$ cat src/rtl/actuated_traffic_light_controller_top_macros.svh
// ----------------------------------------------------------------------------
// atlc assertion macros
// shared concurrent assertion forms for the traffic controller
// ----------------------------------------------------------------------------
`ifndef ACTUATED_TRAFFIC_LIGHT_CONTROLLER_TOP_MACROS_SVH
`define ACTUATED_TRAFFIC_LIGHT_CONTROLLER_TOP_MACROS_SVH

// condition holds in the same cycle as the trigger
`define ATLC_ASSERT_NOW(lbl, clk, rstn, pre, post, msg) \
    lbl: assert property (@(posedge clk) disable iff (!rstn) (pre) |-> (post)) \
        else $error(msg);

// condition holds in the cycle after the trigger
`define ATLC_ASSERT_NEXT(lbl, clk, rstn, pre, post, msg) \
    lbl: assert property (@(posedge clk) disable iff (!rstn) (pre) |=> (post)) \
        else $error(msg);

`endif

$ cat src/rtl/atlc_pkg.sv
// ----------------------------------------------------------------------------
// atlc_pkg
// types and constants of the actuated traffic light controller
// ----------------------------------------------------------------------------
`default_nettype none

package atlc_pkg;

    localparam int LIMIT_W = 16;
    localparam int OUT_COUNT_W = 16;

    // request kinds
    typedef enum logic [1:0] {
        OP_TICK      = 2'd0,
        OP_EMERGENCY = 2'd1,
        OP_CLEAR     = 2'd2
    } op_t;

    // signal phases
    typedef enum logic [2:0] {
        PH_NS_GREEN  = 3'd0,
        PH_NS_YELLOW = 3'd1,
        PH_EW_GREEN  = 3'd2,
        PH_EW_YELLOW = 3'd3,
        PH_EMERGENCY = 3'd4
    } phase_t;

    // configuration register indexes
    typedef enum logic [2:0] {
        CFG_MIN_GREEN  = 3'd0,
        CFG_MID_GREEN  = 3'd1,
        CFG_HIGH_GREEN = 3'd2,
        CFG_MAX_GREEN  = 3'd3,
        CFG_YELLOW     = 3'd4,
        CFG_EMERGENCY  = 3'd5
    } cfg_idx_t;

    // lamp codes, bit 5 ns_red down to bit 0 ew_grn
    localparam logic [5:0] LAMPS_NSG_EWR = 6'h0C;
    localparam logic [5:0] LAMPS_NSY_EWR = 6'h14;
    localparam logic [5:0] LAMPS_NSR_EWG = 6'h21;
    localparam logic [5:0] LAMPS_NSR_EWY = 6'h22;
    localparam logic [5:0] LAMPS_ALL_RED = 6'h24;

    // register reset values
    localparam logic [LIMIT_W-1:0] RST_MIN_GREEN  = 16'd3000;
    localparam logic [LIMIT_W-1:0] RST_MID_GREEN  = 16'd5000;
    localparam logic [LIMIT_W-1:0] RST_HIGH_GREEN = 16'd7000;
    localparam logic [LIMIT_W-1:0] RST_MAX_GREEN  = 16'd10000;
    localparam logic [LIMIT_W-1:0] RST_YELLOW     = 16'd2000;
    localparam logic [LIMIT_W-1:0] RST_EMERGENCY  = 16'd15000;

    // vehicle count thresholds for green selection
    localparam int THR_MAX  = 10;
    localparam int THR_HIGH = 5;
    localparam int THR_MID  = 2;

    typedef struct packed {
        logic [LIMIT_W-1:0] min_green;
        logic [LIMIT_W-1:0] mid_green;
        logic [LIMIT_W-1:0] high_green;
        logic [LIMIT_W-1:0] max_green;
        logic [LIMIT_W-1:0] yellow;
        logic [LIMIT_W-1:0] emergency;
    } cfg_t;

    typedef struct packed {
        op_t  op;
        logic ew_det;
        logic ns_det;
    } item_t;

    // packed so that ns_red lands in bit 0
    typedef struct packed {
        logic [LIMIT_W-1:0]     green_time_ms;
        logic [OUT_COUNT_W-1:0] ew_vehicles;
        logic [OUT_COUNT_W-1:0] ns_vehicles;
        phase_t                 phase;
        logic                   ew_grn;
        logic                   ew_amber;
        logic                   ew_red;
        logic                   ns_grn;
        logic                   ns_amber;
        logic                   ns_red;
    } result_t;

endpackage

`default_nettype wire

$ cat src/rtl/atlc_cfg_regs.sv
// ----------------------------------------------------------------------------
// atlc_cfg_regs
// timing registers written through the configuration channel
// ----------------------------------------------------------------------------
`default_nettype none

module atlc_cfg_regs import atlc_pkg::*; (
    input  wire logic               aclk,
    input  wire logic               aresetn,
    input  wire logic               cfg_valid,
    input  wire logic [2:0]         cfg_index,
    input  wire logic [LIMIT_W-1:0] cfg_data,
    output cfg_t                    cfg
);

    cfg_t cfg_reg;
    cfg_t cfg_next;

    // register decode
    always_comb begin
        cfg_next = cfg_reg;
        if (cfg_valid) begin
            case (cfg_index)
                CFG_MIN_GREEN:  cfg_next.min_green  = cfg_data;
                CFG_MID_GREEN:  cfg_next.mid_green  = cfg_data;
                CFG_HIGH_GREEN: cfg_next.high_green = cfg_data;
                CFG_MAX_GREEN:  cfg_next.max_green  = cfg_data;
                CFG_YELLOW:     cfg_next.yellow     = cfg_data;
                CFG_EMERGENCY:  cfg_next.emergency  = cfg_data;
                default:        cfg_next = cfg_reg;
            endcase
        end
    end

    always_ff @(posedge aclk) begin
        if (!aresetn) begin
            cfg_reg.min_green  <= RST_MIN_GREEN;
            cfg_reg.mid_green  <= RST_MID_GREEN;
            cfg_reg.high_green <= RST_HIGH_GREEN;
            cfg_reg.max_green  <= RST_MAX_GREEN;
            cfg_reg.yellow     <= RST_YELLOW;
            cfg_reg.emergency  <= RST_EMERGENCY;
        end else begin
            cfg_reg <= cfg_next;
        end
    end

    assign cfg = cfg_reg;

endmodule

`default_nettype wire

$ cat src/rtl/atlc_in_stage.sv
// ----------------------------------------------------------------------------
// atlc_in_stage
// input register holding one request until the controller takes it
// ----------------------------------------------------------------------------
`default_nettype none

module atlc_in_stage import atlc_pkg::*; (
    input  wire logic  aclk,
    input  wire logic  aresetn,
    input  wire logic  in_valid,
    output logic       in_ready,
    input  item_t      in_item,
    input  wire logic  advance,
    output logic       item_valid,
    output item_t      item
);

    logic  valid_reg;
    logic  valid_next;
    item_t item_reg;
    logic  load;

    // take a request when empty or when the held one moves on
    assign in_ready = !valid_reg || advance;
    assign load     = in_valid && in_ready;

    always_comb begin
        valid_next = valid_reg;
        if (load) begin
            valid_next = 1'b1;
        end else if (advance) begin
            valid_next = 1'b0;
        end
    end

    always_ff @(posedge aclk) begin
        if (!aresetn) begin
            valid_reg <= 1'b0;
        end else begin
            valid_reg <= valid_next;
        end
    end

    // payload
    always_ff @(posedge aclk) begin
        if (load) begin
            item_reg <= in_item;
        end
    end

    assign item_valid = valid_reg;
    assign item       = item_reg;

endmodule

`default_nettype wire

$ cat src/rtl/atlc_core.sv
// ----------------------------------------------------------------------------
// atlc_core
// phase sequencer, vehicle counters and timers, one request per advance
// ----------------------------------------------------------------------------
`default_nettype none

`include "actuated_traffic_light_controller_top_macros.svh"

module atlc_core import atlc_pkg::*; #(
    parameter int COUNT_WIDTH = 16,
    parameter int TIMER_WIDTH = 16
) (
    input  wire logic aclk,
    input  wire logic aresetn,
    input  wire logic advance,
    input  item_t     item,
    input  cfg_t      cfg,
    output result_t   result
);

    localparam int CMP_W = (TIMER_WIDTH > LIMIT_W) ? TIMER_WIDTH : LIMIT_W;
    localparam logic [TIMER_WIDTH-1:0] TIMER_MAX = {TIMER_WIDTH{1'b1}};
    localparam logic [COUNT_WIDTH-1:0] COUNT_MAX = {COUNT_WIDTH{1'b1}};

    phase_t                 phase_reg,     phase_next;
    logic [5:0]             lamp_bits_reg, lamp_bits_next;
    logic [TIMER_WIDTH-1:0] phase_el_reg,  phase_el_next;
    logic [TIMER_WIDTH-1:0] emerg_el_reg,  emerg_el_next;
    logic [LIMIT_W-1:0]     green_reg,     green_next;
    logic [COUNT_WIDTH-1:0] ns_count_reg,  ns_count_next;
    logic [COUNT_WIDTH-1:0] ew_count_reg,  ew_count_next;
    logic                   ns_seen_reg,   ns_seen_next;
    logic                   ew_seen_reg,   ew_seen_next;

    logic [TIMER_WIDTH-1:0] phase_el_inc;
    logic [TIMER_WIDTH-1:0] emerg_el_inc;
    logic                   exited;

    function automatic logic [TIMER_WIDTH-1:0] timer_inc(input logic [TIMER_WIDTH-1:0] t);
        return (t == TIMER_MAX) ? t : t + TIMER_WIDTH'(1);
    endfunction

    function automatic logic reached(input logic [TIMER_WIDTH-1:0] t,
                                     input logic [LIMIT_W-1:0] lim);
        return CMP_W'(t) >= CMP_W'(lim);
    endfunction

    function automatic logic [LIMIT_W-1:0] green_for(input logic [COUNT_WIDTH-1:0] cnt,
                                                     input cfg_t c);
        logic [LIMIT_W-1:0] g;
        if (cnt > COUNT_WIDTH'(THR_MAX)) begin
            g = c.max_green;
        end else if (cnt > COUNT_WIDTH'(THR_HIGH)) begin
            g = c.high_green;
        end else if (cnt > COUNT_WIDTH'(THR_MID)) begin
            g = c.mid_green;
        end else begin
            g = c.min_green;
        end
        return g;
    endfunction

    assign phase_el_inc = timer_inc(phase_el_reg);
    assign emerg_el_inc = timer_inc(emerg_el_reg);

    // next state for the request at the head of the input register
    always_comb begin
        phase_next     = phase_reg;
        lamp_bits_next = lamp_bits_reg;
        phase_el_next  = phase_el_reg;
        emerg_el_next  = emerg_el_reg;
        green_next     = green_reg;
        ns_count_next  = ns_count_reg;
        ew_count_next  = ew_count_reg;
        ns_seen_next   = ns_seen_reg;
        ew_seen_next   = ew_seen_reg;
        exited         = 1'b0;
        case (item.op)
            OP_TICK: begin
                // emergency timeout resumes at ns green
                if (phase_reg == PH_EMERGENCY) begin
                    emerg_el_next = emerg_el_inc;
                    if (reached(emerg_el_inc, cfg.emergency)) begin
                        phase_next     = PH_NS_GREEN;
                        lamp_bits_next = LAMPS_NSG_EWR;
                        phase_el_next  = '0;
                        exited         = 1'b1;
                    end
                end
                // rising sensor edges count vehicles
                ns_seen_next = item.ns_det;
                ew_seen_next = item.ew_det;
                if (item.ns_det && !ns_seen_reg && ns_count_reg != COUNT_MAX) begin
                    ns_count_next = ns_count_reg + COUNT_WIDTH'(1);
                end
                if (item.ew_det && !ew_seen_reg && ew_count_reg != COUNT_MAX) begin
                    ew_count_next = ew_count_reg + COUNT_WIDTH'(1);
                end
                // phase timer
                if (!exited && phase_reg != PH_EMERGENCY) begin
                    phase_el_next = phase_el_inc;
                    case (phase_reg)
                        PH_NS_GREEN: begin
                            if (reached(phase_el_inc, green_reg)) begin
                                phase_next     = PH_NS_YELLOW;
                                lamp_bits_next = LAMPS_NSY_EWR;
                                phase_el_next  = '0;
                            end
                        end
                        PH_NS_YELLOW: begin
                            if (reached(phase_el_inc, cfg.yellow)) begin
                                phase_next     = PH_EW_GREEN;
                                lamp_bits_next = LAMPS_NSR_EWG;
                                phase_el_next  = '0;
                                green_next     = green_for(ew_count_next, cfg);
                            end
                        end
                        PH_EW_GREEN: begin
                            if (reached(phase_el_inc, green_reg)) begin
                                phase_next     = PH_EW_YELLOW;
                                lamp_bits_next = LAMPS_NSR_EWY;
                                phase_el_next  = '0;
                            end
                        end
                        default: begin
                            if (reached(phase_el_inc, cfg.yellow)) begin
                                phase_next     = PH_NS_GREEN;
                                lamp_bits_next = LAMPS_NSG_EWR;
                                phase_el_next  = '0;
                                green_next     = green_for(ns_count_next, cfg);
                            end
                        end
                    endcase
                end
            end
            OP_EMERGENCY: begin
                phase_next     = PH_EMERGENCY;
                lamp_bits_next = LAMPS_ALL_RED;
                emerg_el_next  = '0;
            end
            OP_CLEAR: begin
                ns_count_next = '0;
                ew_count_next = '0;
            end
            default: begin
                phase_next = phase_reg;
            end
        endcase
    end

    // controller state
    always_ff @(posedge aclk) begin
        if (!aresetn) begin
            phase_reg     <= PH_NS_GREEN;
            lamp_bits_reg <= LAMPS_NSG_EWR;
            phase_el_reg  <= '0;
            emerg_el_reg  <= '0;
            green_reg     <= RST_MIN_GREEN;
            ns_count_reg  <= '0;
            ew_count_reg  <= '0;
            ns_seen_reg   <= 1'b0;
            ew_seen_reg   <= 1'b0;
        end else if (advance) begin
            phase_reg     <= phase_next;
            lamp_bits_reg <= lamp_bits_next;
            phase_el_reg  <= phase_el_next;
            emerg_el_reg  <= emerg_el_next;
            green_reg     <= green_next;
            ns_count_reg  <= ns_count_next;
            ew_count_reg  <= ew_count_next;
            ns_seen_reg   <= ns_seen_next;
            ew_seen_reg   <= ew_seen_next;
        end
    end

    // result fields follow the updated state
    always_comb begin
        result.ns_red        = lamp_bits_next[5];
        result.ns_amber      = lamp_bits_next[4];
        result.ns_grn        = lamp_bits_next[3];
        result.ew_red        = lamp_bits_next[2];
        result.ew_amber      = lamp_bits_next[1];
        result.ew_grn        = lamp_bits_next[0];
        result.phase         = phase_next;
        result.ns_vehicles   = OUT_COUNT_W'(ns_count_next);
        result.ew_vehicles   = OUT_COUNT_W'(ew_count_next);
        result.green_time_ms = green_next;
    end

    // checks
    `ATLC_ASSERT_NOW(a_emerg_all_red, aclk, aresetn, phase_reg == PH_EMERGENCY,
        lamp_bits_reg == LAMPS_ALL_RED, "emergency phase without all red lamps")
    `ATLC_ASSERT_NOW(a_one_lamp_each, aclk, aresetn, 1'b1,
        $onehot(lamp_bits_reg[5:3]) && $onehot(lamp_bits_reg[2:0]),
        "approach does not show exactly one lamp")
    `ATLC_ASSERT_NOW(a_one_green_side, aclk, aresetn, 1'b1,
        !(lamp_bits_reg[3] && lamp_bits_reg[0]), "both approaches green")
    `ATLC_ASSERT_NEXT(a_emerg_enter, aclk, aresetn, advance && item.op == OP_EMERGENCY,
        phase_reg == PH_EMERGENCY && emerg_el_reg == '0, "emergency request not taken")
    `ATLC_ASSERT_NEXT(a_clear_counts, aclk, aresetn, advance && item.op == OP_CLEAR,
        ns_count_reg == '0 && ew_count_reg == '0, "count clear request not taken")

endmodule

`default_nettype wire

$ cat src/rtl/atlc_out_stage.sv
// ----------------------------------------------------------------------------
// atlc_out_stage
// result register toward the output channel
// ----------------------------------------------------------------------------
`default_nettype none

module atlc_out_stage import atlc_pkg::*; (
    input  wire logic aclk,
    input  wire logic aresetn,
    input  wire logic load,
    input  result_t   result,
    output logic      out_valid,
    input  wire logic out_ready,
    output result_t   out_result
);

    logic    valid_reg;
    logic    valid_next;
    result_t result_reg;

    // valid stays until the result is taken or replaced
    always_comb begin
        valid_next = valid_reg;
        if (load) begin
            valid_next = 1'b1;
        end else if (out_ready) begin
            valid_next = 1'b0;
        end
    end

    always_ff @(posedge aclk) begin
        if (!aresetn) begin
            valid_reg <= 1'b0;
        end else begin
            valid_reg <= valid_next;
        end
    end

    // payload
    always_ff @(posedge aclk) begin
        if (load) begin
            result_reg <= result;
        end
    end

    assign out_valid  = valid_reg;
    assign out_result = result_reg;

endmodule

`default_nettype wire

$ cat src/rtl/actuated_traffic_light_controller_top.sv
// ----------------------------------------------------------------------------
// actuated_traffic_light_controller_top
// two-approach actuated traffic light controller with emergency override
// ----------------------------------------------------------------------------
//  channel   ports            carries
//  s_        tvalid/tready    tuser op, tdata sensor levels (one request each)
//  m_        tvalid/tready    tdata lamps, phase, counts, green time
//  cfg_      valid/ready      cfg_index, cfg_data timing register write
//
//  one request per cycle sustained while m_tready stays high; a request is held in the
//  input register and its result is registered in the result register toward m_.
//  the state update is a single pass of compares and increments between the
//  input register and the result register.
//  aresetn is synchronous, active low; it restores timings and the ns green phase.
//  m_tready low holds the result; s_tready then drops once the input register fills.
// ----------------------------------------------------------------------------
`default_nettype none

module actuated_traffic_light_controller_top import atlc_pkg::*; #(
    parameter int COUNT_WIDTH = 16,
    parameter int TIMER_WIDTH = 16
) (
    input  wire logic        aclk,
    input  wire logic        aresetn,
    // input requests
    input  wire logic        s_tvalid,
    output logic             s_tready,
    input  wire logic [7:0]  s_tdata,   // [0] ns_det, [1] ew_det, rest zero
    input  wire logic [1:0]  s_tuser,   // [1:0] op
    // results
    output logic             m_tvalid,
    input  wire logic        m_tready,
    output logic [63:0]      m_tdata,   // [0] ns_red, [1] ns_amber, [2] ns_grn,
                                        // [3] ew_red, [4] ew_amber, [5] ew_grn,
                                        // [8:6] phase, [24:9] ns_vehicles,
                                        // [40:25] ew_vehicles, [56:41] green_time_ms
    // configuration writes
    input  wire logic        cfg_valid,
    output logic             cfg_ready,
    input  wire logic [2:0]  cfg_index,
    input  wire logic [15:0] cfg_data
);

    localparam int RES_W = $bits(result_t);

    item_t   in_item;
    item_t   item;
    logic    item_valid;
    logic    advance;
    logic    out_valid;
    cfg_t    cfg;
    result_t result;
    result_t out_result;

    // configuration is always taken
    assign cfg_ready = 1'b1;

    atlc_cfg_regs u_cfg (
        .aclk      (aclk),
        .aresetn   (aresetn),
        .cfg_valid (cfg_valid),
        .cfg_index (cfg_index),
        .cfg_data  (cfg_data),
        .cfg       (cfg)
    );

    // unpack the request
    always_comb begin
        in_item.op     = op_t'(s_tuser);
        in_item.ns_det = s_tdata[0];
        in_item.ew_det = s_tdata[1];
    end

    // a held request moves on when the result register is free or draining
    assign advance = item_valid && (!out_valid || m_tready);

    atlc_in_stage u_in (
        .aclk       (aclk),
        .aresetn    (aresetn),
        .in_valid   (s_tvalid),
        .in_ready   (s_tready),
        .in_item    (in_item),
        .advance    (advance),
        .item_valid (item_valid),
        .item       (item)
    );

    atlc_core #(
        .COUNT_WIDTH (COUNT_WIDTH),
        .TIMER_WIDTH (TIMER_WIDTH)
    ) u_core (
        .aclk    (aclk),
        .aresetn (aresetn),
        .advance (advance),
        .item    (item),
        .cfg     (cfg),
        .result  (result)
    );

    atlc_out_stage u_out (
        .aclk       (aclk),
        .aresetn    (aresetn),
        .load       (advance),
        .result     (result),
        .out_valid  (out_valid),
        .out_ready  (m_tready),
        .out_result (out_result)
    );

    assign m_tvalid = out_valid;
    assign m_tdata  = {{(64 - RES_W){1'b0}}, out_result};

endmodule

`default_nettype wire

$ cat config.mk
export PLATFORM = sky130hd
export DESIGN_NAME = actuated_traffic_light_controller_top
export DESIGN_NICKNAME = d
export VERILOG_FILES = /design/src/rtl/atlc_pkg.sv /design/src/rtl/atlc_cfg_regs.sv /design/src/rtl/atlc_in_stage.sv /design/src/rtl/atlc_core.sv /design/src/rtl/atlc_out_stage.sv /design/src/rtl/actuated_traffic_light_controller_top.sv
export VERILOG_INCLUDE_DIRS = /design/src /design/src/rtl
export SDC_FILE = /design/constraint.sdc
export NUM_CORES = 1
export LEC_CHECK = 0
export ABC_CLOCK_PERIOD_IN_PS = 5700
export BUFFER_PORTS_ARGS = -buffer_cell sky130_fd_sc_hd__clkbuf_2
export CAP_MARGIN = 20
export CORE_MARGIN = 4
export CORE_UTILIZATION = 30
export DETAILED_ROUTE_END_ITERATION = 16
export GPL_ROUTABILITY_DRIVEN = 0
export RECOVER_POWER = 50
export SLEW_MARGIN = 20
export SYNTH_ARGS = -nofsm -noshare
export SYNTH_HDL_FRONTEND = slang
export SYNTH_HIERARCHICAL = 1
export SYNTH_SLANG_ARGS = --single-unit
$ cat constraint.sdc
create_clock -name aclk -period 5.7 [get_ports aclk]
set_input_delay 0.57 -clock aclk [delete_from_list [all_inputs] [get_ports aclk]]
set_output_delay 0.57 -clock aclk [all_outputs]
set_load 0.05 [all_outputs]
==> summary.txt <==
Setup path
  – Reg2reg start: u_core/phase_el_reg[0]$_SDFFE_PN0P_
  – R2R Setup Slk: 0.50 ns
  – Required @ worst endpoint: 6.00 ns
  – Terminus of the critical flop-to-flop path: u_out/out_result[48]$_DFFE_PP_
  – Crit path max fanout: 17
  – Worst Setup Start Kind: flop
  – Arr. time, crit path: 5.50 ns
  – Reg2reg path depth: 18
  – Setup crit end kind: flop
  – Critical setup path kind: flop to flop

Floorplanning
  – Site Rows: 80
  – Initial Utilization: 30.43%
  – Die area: 0.05213 mm^2
  – Die H: 228.3 um
  – Core Box Area: 0.04785 mm^2
  – Chip Width: 228.3 um
  – Number of top-level pins: 101

Timing
  – Clock skew: 0.01064 ns
  – Final hold vios: 0
  – Fmax: 0.1924 GHz
  – Final min period: 5.196 ns
  – Final period utilization: 91.17%
  – Slew Limit Fails: 181
  – Endpoints failing setup: 0
  – Setup TNS: 0 ns
  – Slew at the pin closest to its max-slew limit: 2.741 ns
  – Slew margin rel.: -84.37%
  – WHS: 0.2033 ns
  – RSZ-0062 raised after global routing: false

Power and ir drop
  – Power Density: 257.6 mW/mm^2
  – Sequential Power Share: 45.1%
  – VDD IR-drop max: 0.2036 mV
  – Clock Power Share: 44.1%
  – Logic pwr share: 10.8%
  – Pleak: 6.633 nW
  – Switching Share: 26.43%
  – P_sw: 1.107 mW
  – Cell internal pwr: 3.082 mW

Clocking
  – Max clock buf depth: 3
  – Worst-path clk slew: 0.06 ns
  – CTS resizes: 0
  – CTS tree: built
  – Cts hold-fix bufs: 0
  – Num CTS Buffers: 27
  – Clock Latency Late Sink: 0.55 ns
  – Setup bufs post-CTS: 0
  – H-tree levels: 1
  – Clk sinks: 250
  – Root Buffer: clkbuf_16

Job
  – Maxcap violations: 5

Synthesis
  – Synth top area cells: dfxtp_1 26%, edfxtp_1 13%, mux2i_1 9.4%, nand2_1 4.9%, ha_1 4.5%
  – Top-count cell post-synth: nand2_1
  – Post-synth top flop: dfxtp_1
  – Cell area after synthesis: 0.01456 mm^2
  – Cell accounting for the most synthesized area: dfxtp_1
  – Post-synth top cells: 190 x nand2_1, 189 x dfxtp_1, 137 x mux2i_1
  – Cells after Synth: 1,611
  – Post-synth cell types: 105
  – Area share of the largest cell type after synthesis: 25.98%
  – Post-synthesis area per instance: 9.039 um^2
  – EDFF count, synth: 61
  – Flops & latches, synth: 250
  – Post-synthesis sequential area ratio: 38.56%
  – Async set-or-reset flop fraction in the synthesized netlist: 0%
  – Ys Warns: 6

Routing
  – Highest metal used: met4
  – Vias per cell: 5.435
  – Met1 wire length: 19.83 mm
  – DRT iter0 DRCs: 1,133
  – Drt wl/cell: 18.20 um
  – Routed wl met3: 2.334 mm
  – Drt total wl: 41.43 mm
  – Via count: 12.37k
  – DRC: 0
  – ANT nets after route: 0
  – WL met2: 18.52 mm
  – Drt pass-1 iters: 7

Worst hold path
  – Worst hold start: s_tdata[1]
  – Hold path depth: 1
  – Worst Hold Path EP: u_in/item[1]$_DFFE_PP_
  – Worst hold path class: input pin to flop

Placed design
  – IO buf count: 86
  – Final HPWL DP: 29.26 mm

Run status
  – Failing checks: capacitance limit, slew limit
  – Status: finished with violations

Layout
  – Max reg flops: 96
  – Inserted Diodes: 0
  – Nets: 1,727
  – Layout cells sized above 1: 8.850%
  – P&R area growth vs syn: 11.68%

GRT
  – Initial antenna violation count: 0
  – Vias in the first global route: 11.93k
  – Gr ovfl total: 0
  – First-pass GRT wire length: 66.16 mm
  – Total track usage: 15.29%
  – Largest net degree at the start of global routing: 64
## placed cells by master, fill, tap and decap left out, drive strengths merged, types with 16 or more instances in the layout
master and instances:
nand4 31, nor3 26, edfxtp 61, inv 75
nor2 93, nand2 190, a22oi 24, a31oi 18
nand3 37, buf 19, nor2b 70, and3 25
mux2i 138, a21oi 71, ha 52, a21o 37
a221oi 20, dfxtp 189, xnor2 26, mux2 16
o21ai 68, a22o 23, clkbuf 121
## per-layer routing
metal,vias to the layer above,global-route usage (%)
li1,5906,-
met1,6026,21.99
met2,388,24.50
met3,50,2.119
met4,0,3.310
met5,-,0
## worst max-delay path by stage
stage                                        start                              endpoint  slack [ns]  depth (start not counted)
2_1_floorplan                             m_tready   u_core/phase_el_reg[0]$_SDFFE_PN0P_        0.53                          9
3_3_place_gp   u_core/phase_el_reg[0]$_SDFFE_PN0P_        u_out/out_result[52]$_DFFE_PP_        0.69                         18
3_5_place_dp   u_core/phase_el_reg[0]$_SDFFE_PN0P_      u_core/green_reg[8]$_SDFFE_PN1P_        0.65                         18
4_1_cts        u_core/phase_el_reg[0]$_SDFFE_PN0P_      u_core/green_reg[8]$_SDFFE_PN1P_        0.62                         18
5_1_grt        u_core/emerg_el_reg[4]$_SDFFE_PN0P_  u_core/lamp_bits_reg[2]$_SDFFE_PN1P_        0.08                         17
6_report       u_core/phase_el_reg[0]$_SDFFE_PN0P_        u_out/out_result[48]$_DFFE_PP_        0.50                         18
## power by group through the flow
stage                     clock network (mW)  logic [mW]  registers [mW]
final                                   1.85       0.451            1.89
after global routing                    1.96       0.479            1.89
after detailed placement                   0       0.452            1.93
after CTS                               1.89       0.454            1.89
after global placement                     0       0.444            1.93
after floorplan                            0       0.265            1.99
## layout make-up
type	instances	area, um^2
clock inverters	20	232.7
clock buffers	29	683.2
flip-flops and latches	250	5615
well taps	615	769.5
fillers	4910	31580
inverters	74	277.8
repair buffers	111	529.3
multi-input cells	1177	8154
## per-stage QoR
| step | power [mW] | instance area (um^2) | std cells | setup WS (ns) | util (%) |
|---|---|---|---|---|---|
| floorplan | 2.253 | 14580 | 1617 | 0.5299 | - |
| global placement | 2.372 | 15430 | 2225 | 0.6933 | 32.26 |
| detailed placement | 2.381 | 15460 | 2227 | 0.6480 | 32.32 |
| CTS | 4.237 | 16380 | 2276 | 0.6174 | 34.24 |
| global route | 4.329 | 16260 | 2276 | 0.07675 | 33.99 |
| finish | 4.189 | 16260 | 2276 | 0.5035 | 33.99 |
## logic make-up after synthesis
logic type / share of synthesized area, %
AOI/OAI and AO/OA: 18.05
DFF: 38.56
adders and majority gates: 4.468
other: 0.05157
and+or+nand+nor: 20.18
xor gates and xnor gates: 1.993
buffers and inverters: 5.697
muxes: 10.99
## worst max-delay path, cell delays in order (launching register included)
cell and delay [ns]:
dfxtp_1 0.44, ha_1 0.24, nand3_1 0.15, nor4_1 0.38
and3_1 0.30, nor2b_1 0.41, nor3_1 0.18, nand3_1 0.18
xnor2_1 0.19, ha_1 0.30, a21o_1 0.17, a21o_1 0.17
a221oi_1 0.27, o21ai_0 0.11, a31o_2 0.35, and2_1 0.35
nand3_1 0.36, o221ai_1 0.20, a21o_1 0.19
No activity file was read; power rests on OpenSTA's default activity.
